===== src/rtl/mwg_pkg.sv =====
// ============================================================================
// mwg_pkg
// Shared types, constants and the quarter-wave sine table builder for the
// multi-waveform generator.
// ============================================================================
`default_nettype none

package mwg_pkg;

  localparam int TABLE_ADDR_BITS = 10;
  localparam int PHASE_BITS      = 32;
  localparam int TABLE_SIZE      = 1 << TABLE_ADDR_BITS;
  localparam int MAG_BITS        = 15;
  localparam int SAMPLE_BITS     = 16;
  localparam int CFG_ADDR_BITS   = 3;
  localparam int CFG_DATA_BITS   = 32;

  localparam logic signed [SAMPLE_BITS-1:0] PEAK     = 16'sd32760;
  localparam logic signed [SAMPLE_BITS-1:0] NEG_PEAK = -16'sd32760;
  localparam longint unsigned HALF_PI_Q30 = 64'd1686629713;

  typedef logic signed [SAMPLE_BITS-1:0] sample_t;
  typedef logic [MAG_BITS-1:0]           mag_t;
  typedef logic [TABLE_ADDR_BITS-1:0]    tab_addr_t;
  typedef logic [PHASE_BITS-1:0]         phase_t;
  typedef mag_t                          sine_rom_t [TABLE_SIZE];

  typedef enum logic [1:0] {
    WAVE_SINE     = 2'd0,
    WAVE_SQUARE   = 2'd1,
    WAVE_SAWTOOTH = 2'd2,
    WAVE_TRIANGLE = 2'd3
  } wave_kind_t;

  typedef enum logic [CFG_ADDR_BITS-1:0] {
    REG_WAVE_KIND      = 3'd0,
    REG_PHASE_STEP     = 3'd1,
    REG_PERIOD_SAMPLES = 3'd2,
    REG_SAW_STEP       = 3'd3,
    REG_TRI_STEP       = 3'd4
  } cfg_reg_t;

  // Values the generator core presents for the sample it is about to emit.
  typedef struct packed {
    tab_addr_t rom_addr;   // table index, already mirrored for odd quadrants
    logic      peak_sel;   // odd quadrant at index zero: magnitude is the peak
    logic      negate;     // lower half-cycle of the sine
    sample_t   alt_sample; // square, sawtooth or triangle value
  } gen_view_t;

  // Unsigned 64-bit quotient by shift and subtract; only used while the
  // table is built at elaboration.
  function automatic longint unsigned udiv64(longint unsigned num,
                                             longint unsigned den);
    longint unsigned quo;
    longint unsigned rem;
    quo = '0;
    rem = '0;
    for (int b = 63; b >= 0; b--) begin
      rem = {rem[62:0], num[b]};
      if (rem >= den) begin
        rem    = rem - den;
        quo[b] = 1'b1;
      end
    end
    return quo;
  endfunction

  // Quarter-wave table, evaluated at elaboration by a fixed-point Taylor series.
  function automatic sine_rom_t build_sine_rom();
    sine_rom_t         tab;
    longint unsigned   x;
    longint unsigned   x2;
    longint unsigned   term;
    longint unsigned   den;
    longint            sum;
    for (int k = 0; k < TABLE_SIZE; k++) begin
      x    = (HALF_PI_Q30 * longint'(k)) >> TABLE_ADDR_BITS;
      x2   = (x * x) >> 30;
      term = x;
      sum  = longint'(x);
      for (int n = 1; n < 40; n++) begin
        if (term != 0) begin
          den  = longint'((2 * n) * (2 * n + 1));
          term = udiv64((term * x2) >> 30, den);
          if (n[0]) begin
            sum = sum - longint'(term);
          end else begin
            sum = sum + longint'(term);
          end
        end
      end
      if (sum < 0) begin
        sum = 0;
      end
      tab[k] = MAG_BITS'(($unsigned(sum) * 64'd32760) >> 30);
    end
    return tab;
  endfunction

endpackage

`default_nettype wire


===== src/rtl/mwg_gen_core.sv =====
// ============================================================================
// mwg_gen_core
// Phase accumulator, sawtooth ramp and triangle generator state with their
// per-sample update.
// ============================================================================
`default_nettype none

module mwg_gen_core import mwg_pkg::*; (
  input  wire logic                   clk,
  input  wire logic                   rst_n,
  input  wire logic                   advance,
  input  wire logic                   restart,
  input  wire wave_kind_t             wave_kind,
  input  wire logic [31:0]            phase_step,
  input  wire logic [15:0]            period_samples,
  input  wire logic [MAG_BITS-1:0]    saw_step,
  input  wire logic [MAG_BITS-1:0]    tri_step,
  output gen_view_t                   view
);

  localparam phase_t PHASE_HALF = phase_t'(1) << (PHASE_BITS - 1);

  phase_t      phase_r,      phase_nxt;
  sample_t     ramp_value_r, ramp_value_nxt;
  logic [15:0] ramp_count_r, ramp_count_nxt;
  sample_t     tri_value_r,  tri_value_nxt;
  logic        tri_rising_r, tri_rising_nxt;

  // State as seen by this sample, after an optional restart.
  phase_t      phase_cur;
  sample_t     ramp_cur;
  logic [15:0] count_cur;
  sample_t     tri_cur;
  logic        rising_cur;

  logic [1:0]        quad;
  tab_addr_t         idx;
  sample_t           square_val;
  logic [16:0]       count_inc;
  logic signed [17:0] tri_d;
  logic signed [17:0] tri_sum;
  logic signed [17:0] fold_t;

  always_comb begin
    phase_cur  = restart ? '0 : phase_r;
    ramp_cur   = restart ? NEG_PEAK : ramp_value_r;
    count_cur  = restart ? '0 : ramp_count_r;
    tri_cur    = restart ? NEG_PEAK : tri_value_r;
    rising_cur = restart ? 1'b0 : tri_rising_r;
  end

  // Sine addressing and square wave.
  always_comb begin
    quad = phase_cur[PHASE_BITS-1 -: 2];
    idx  = phase_cur[PHASE_BITS-3 -: TABLE_ADDR_BITS];
    if (phase_cur == '0 || phase_cur == PHASE_HALF) begin
      square_val = '0;
    end else if (!phase_cur[PHASE_BITS-1]) begin
      square_val = PEAK;
    end else begin
      square_val = NEG_PEAK;
    end
  end

  always_comb begin
    view.rom_addr = quad[0] ? tab_addr_t'(-idx) : idx;
    view.peak_sel = quad[0] && (idx == '0);
    view.negate   = quad[1];
    unique case (wave_kind)
      WAVE_SQUARE:   view.alt_sample = square_val;
      WAVE_SAWTOOTH: view.alt_sample = ramp_cur;
      WAVE_TRIANGLE: view.alt_sample = tri_cur;
      default:       view.alt_sample = '0;
    endcase
  end

  // Next state.
  always_comb begin
    phase_nxt = phase_cur + phase_t'(phase_step);

    count_inc = {1'b0, count_cur} + 17'd1;
    if (count_inc >= {1'b0, period_samples}) begin
      ramp_count_nxt = '0;
      ramp_value_nxt = NEG_PEAK;
    end else begin
      ramp_count_nxt = count_inc[15:0];
      ramp_value_nxt = ramp_cur + sample_t'({1'b0, saw_step});
    end

    tri_d   = rising_cur ? 18'sd0 + 18'($unsigned(tri_step))
                         : 18'sd0 - 18'($unsigned(tri_step));
    tri_sum = 18'(tri_cur) + tri_d;
    fold_t  = '0;
    tri_rising_nxt = rising_cur;
    if (tri_sum >= 18'sd32760 || tri_sum <= -18'sd32760) begin
      if (tri_cur < 0) begin
        fold_t        = tri_sum + 18'sd32760;
        tri_value_nxt = sample_t'(-18'sd32760 - fold_t);
      end else begin
        fold_t        = tri_sum - 18'sd32760;
        tri_value_nxt = sample_t'(18'sd32760 - fold_t);
      end
      tri_rising_nxt = !rising_cur;
    end else begin
      tri_value_nxt = sample_t'(tri_sum);
    end
  end

  always_ff @(posedge clk) begin
    if (!rst_n) begin
      phase_r      <= '0;
      ramp_value_r <= NEG_PEAK;
      ramp_count_r <= '0;
      tri_value_r  <= NEG_PEAK;
      tri_rising_r <= 1'b0;
    end else if (advance) begin
      phase_r      <= phase_nxt;
      ramp_value_r <= ramp_value_nxt;
      ramp_count_r <= ramp_count_nxt;
      tri_value_r  <= tri_value_nxt;
      tri_rising_r <= tri_rising_nxt;
    end
  end

endmodule

`default_nettype wire


===== config.mk =====
export PLATFORM = sky130hd
export DESIGN_NAME = mwg_gen_core
export DESIGN_NICKNAME = d
export VERILOG_FILES = /design/src/rtl/mwg_pkg.sv /design/src/rtl/mwg_gen_core.sv
export SDC_FILE = /design/constraint.sdc
export NUM_CORES = 1
export LEC_CHECK = 0
export BUFFER_PORTS_ARGS = -buffer_cell sky130_fd_sc_hd__clkbuf_2
export CAP_MARGIN = 30
export CELL_PAD_IN_SITES_DETAIL_PLACEMENT = 0
export CELL_PAD_IN_SITES_GLOBAL_PLACEMENT = 2
export CORE_UTILIZATION = 37
export DETAILED_ROUTE_END_ITERATION = 10
export GPL_TIMING_DRIVEN = 1
export PLACE_DENSITY = 0.95
export SETUP_SLACK_MARGIN = 0.1
export SYNTH_ARGS = -nofsm -noshare
export SYNTH_HDL_FRONTEND = slang
export SYNTH_SLANG_ARGS = --single-unit

===== constraint.sdc =====
create_clock -name clk -period 11.8 [get_ports clk]
set_input_delay 2.36 -clock clk [delete_from_list [all_inputs] [get_ports clk]]
set_output_delay 2.36 -clock clk [all_outputs]
set_load 0.01 [all_outputs]

-- After elaboration in Yosys (flattened, before gate mapping)
Cells that the tools add are included.
- output and inout bits: 28
- flip-flop bits (word level): 81
- word-level logic and storage cells: 44
- input bits: 84
- mux-type cells: 15
- equality and inequality tests: 4
- $add $sub $neg: 10
- order comparisons: 4
- reductions and logical operators: 6
- operators by type and width (cell ; count):
    two-way mux 16 bit ; 9
    case mux 16 bit (3 select lines) ; 1
    adder 32 bit ; 1
    == test 32 bit, second input constant ; 1
    zero test 32 bit ; 1
    two-way mux 32 bit ; 1
    subtractor 16 bit, first input constant ; 2
    adder 16 x 18 -> 18 bit ; 1
    greater-or-equal comparator 18 x 16 -> 1 bit, second input constant ; 1
    less-or-equal comparator 18 x 16 -> 1 bit, second input constant ; 1
    two-way mux 18 bit ; 1
    adder 16 x 1 -> 17 bit, second input constant ; 1
    greater-or-equal comparator 17 x 16 -> 1 bit ; 1
    adder 16 bit ; 1
    adder 16 bit, second input constant ; 1
    < comparator 16 x 1 -> 1 bit, second input constant ; 1
    subtractor 1 x 15 -> 16 bit, first input constant ; 1
    subtractor 16 bit, second input constant ; 1
    zero test 10 bit ; 1
    two-way mux 10 bit ; 1
    negator 10 bit ; 1
    == test 2 bit, second input constant ; 2
    == test 2 x 1 -> 1 bit, second input constant ; 1
    logical OR 1 bit ; 2
    other kinds (3) ; 4

-- Longest topological paths before layout
- word-level depth: 7
- mapped depth: 21
- depth with buffers taken out: 17

-- Least setup slack after synthesis
No wires, ideal clock.
- kind: input to output
- start point: input port restart
- end point: output port view[10] in the netlist's numbering
- setup slack: 4922 ps
- path buffers: 2
- stages: 10
- arrival: 4518 ps
- data required time: 9440 ps
- path through: clkbuf_1 clkinv_1 nand2_1 ha_1 nand3b_1 or3_1 o31ai_1 or3_1 clkbuf_1 o21ai_0
- RTL lines (what ; RTL line ; source):
    from (decl) ; mwg_gen_core.sv:12 ; input wire logic restart,
    to (decl) ; mwg_gen_core.sv:18 ; output gen_view_t view

==> run metrics <==
RSZ-0062 raised after global routing=false; Max-Cap Viols=0; worst rel slew slack=between 40% and 50%; Final nets=1421; I/O pin cnt=around 110; mux cell area share after synthesis=4.72%; largest cells by area after synthesis=dfxtp_1 19%, ha_1 12%, a21oi_1 5.6%; DRC=0; post-synth top area share=a little under a fifth; # resized after CTS=0; hold-fix buffers at CTS=0; layout cell share with drive strength beyond 1=13.0%; Peak Freq=~120 MHz; Crit. End Element=primary output; hold depth=2; Clock Root Buffer=clkbuf_16; TritonRoute pass-1 iters=5; Critical Path RT=between 9 and 10 ns; ANT nets after route=0; Worst setup SP type=input pin; pwr/cell area=between 100 and 150 nW/um^2; wire length per cell=about 16 um; register area share after synthesis=between 10% and 20%; final hold slack=between 0.4 and 0.5 ns; Syn. warnings=0; post-synthesis cell count=about 1200; Reg area=approximately 1600 sq um; Vias=roughly 8700; core box area=around 23000 sq um; Post-synth EDFFs=0; first-pass GRT wire length=between 40 and 50 mm; LEAKAGE=about 4.3 nW; initial core utilization=a little under two fifths; worst-path fanout max=44; xor/xnor cell area share of the yosys netlist=under 10%; CP cell instances=buf_2, clkinv_1, nand2_1, ha_1, nand3b_1, or3_1, o31ai_1, or3_1, o21ai_0, clkbuf_2; clock sinks=between 80 and 90; synth unique cells=73; Iteration-0 DRC Markers=566; worst-margin pin slew=roughly 0.9 ns; area of the multi-input gates=around 6700 sq um; Worst Hold Class=reg -> reg; status=completed; number of global-route vias before repair=~8100; global route overflow=0; total clock buffers created by CTS=9; synthesized-area fraction occupied by adder cells=between 10 and 15%; # setup viols final=0; Post-CTS Setup Inserts=0; Main synth FF type=dfxtp_1; synthesized flop and latch total=81; WP data arrival=5.93 ns; htree depth=3; Fill cells=2375; Crit Path Class=in -> out; max incr delay on CP=~0.64 ns; Mean Syn Cell Area=7.38 sq um; syn nets=1353; main combinational cell family by area after synthesis=simple AND/OR/NAND/NOR gates; Worst R2R Path Depth=14; CP most frequent cell=or3_1; initial antenna violation count=1; insertion delay to the later sink of the worst-skew pair=between 0.3 and 0.4 ns; Worst VDD drop=about 0.067 mV; Slew Viols, Final=0; CTS clk-pin slew, worst paths=0.07 ns; Mapped Area=about 8700 sq um; DP HPWL=about 20 mm; Post-Synth Simple-Gate Area=between 20% and 30%; Die Span Y=156 um; crit path time final=8.29 ns; Final Hold Fails=0; dominant cell type by area after synthesis=dfxtp_1; Placer Congestion=approximately 0.9; post-route clock skew=between 0.01 and 0.015 ns; asr flop ratio synth=0%; final worst-path cycle share=roughly 70%; Die X=about 160 um; vias per inst=between 5 and 6; die area=24200 sq um; Routed WL=between 20 and 30 mm; CTS tree=done; largest net degree at the start of global routing=73; Area Growth Syn to Fin=11.8%; Compound-Gate Fraction of Synth Area=between 20 and 25%; Rows=55; Clock Path Buffers=2; CP max-delay cell=buf_2; gr usage total=~22%; Port Buffers=between 100 and 150; TNS Setup=0 ns
-- logic make-up after synthesis --
group           Yosys count
compound gates          328
xor+xnor                 68
fa+ha+maj                85
buf+inv                 111
flops                    81
mux                      41
simple gates            470
-- per-stage QoR --
stage / instance area (sq um) / worst slack (ns) / total power [W] / std cells / utilization, %
6_report: 9770 / 3.51 / 0.00116 / 1572 / 42.6
5_1_grt: 9770 / 3.17 / 0.00124 / 1570 / 42.6
4_1_cts: 9770 / 3.47 / 0.00116 / 1570 / 42.6
3_5_place_dp: 9500 / 3.48 / 0.000895 / 1554 / 41.5
3_3_place_gp: 9490 / 3.60 / 0.000888 / 1553 / 41.4
2_1_floorplan: 8740 / 4.92 / 0.000761 / 1184 / -
-- power by group --
group          switching, W  internal, W  leakage [nW]
Sequential        0.0000261     0.000305         0.667
Clock              0.000122     0.000140         0.135
Combinational      0.000341     0.000224          3.54
-- final timing paths --
kind | start | end | slack, ns
setup reg to reg | tri_rising_r | tri_value_r[4] | 7.22
setup / recovery | restart | view[14] | 3.51
hold / removal | phase_r[10] | phase_r[10] | 0.46
hold reg to reg | phase_r[10] | phase_r[10] | 0.46
-- layout by cell type, fill, tap and decap left out, types with 15 or more instances in the layout --
cell	n
o21a_1	15
nor2_1	99
a21o_1	28
o211ai_1	15
nand4_1	18
nand2_1	89
nand3_1	74
mux2i_1	39
xor2_1	37
inv_1	48
and3_1	16
a21oi_1	97
dfxtp_1	81
o21ai_0	59
clkbuf_2	109
or3_1	26
nor2b_1	72
ha_1	82
nor3_1	24
xnor2_1	31
-- synthesized netlist by cell type, drive strengths merged, types with 3 or more instances --
library cell  count
nand4            18
inv              50
nor4b             3
mux2i            39
a21o             28
a31o              4
clkbuf           50
o21a             15
nor3             24
nor2             99
and3             16
nor4             11
buf              10
o31ai            10
nand4b            4
nor3b             4
nand3            74
a31oi            14
ha               82
a21oi            99
and4              5
nor2b            72
a211o             6
a311oi           10
a2111o            4
fa                3
nand2            89
nand3b            4
o21ai            70
xnor2            31
a21boi            7
dfxtp            81
or3              26
or2               8
o21bai            6
xor2             37
o211ai           17
a211oi           15
nand2b            8
-- flip-flops by register name (all words and copies together), names as in the netlist --
signal	flops
phase_r	32
ramp_value_r	16
tri_value_r	16
ramp_count_r	16
tri_rising_r	1
-- routing by layer --
metal / vias to the layer above / global-route usage (%) / routed length, um
li1: 4454 / - / -
met1: 4052 / 28.7 / 12500
met2: 158 / 35.8 / 11900
met3: 38 / 2.00 / 755
met4: 0 / 8.68 / 733
met5: - / 0 / 0
-- critical path, delay by kind of cell --
| kind | cells | cell delay, ns |
|---|---|---|
| AO/OA/AOI/OAI | 2 | 0.68 |
| adder cells (fa/ha/maj) | 1 | 0.23 |
| buffers and inverters | 3 | 1.46 |
| AND/OR/NAND/NOR | 4 | 1.19 |
-- cell type report --
cell class	instances	area share, %
Antenna cell	2	0.0512
Clock buffer	9	2.31
Multi-Input combinational cell	992	68.4
Clock inverter	7	0.384
Inverter	51	1.96
Timing Repair Buffer	117	6.25
Tap cell	313	4.01
Sequential cell	81	16.6
Note: power is estimated with default switching activity, not from simulation.
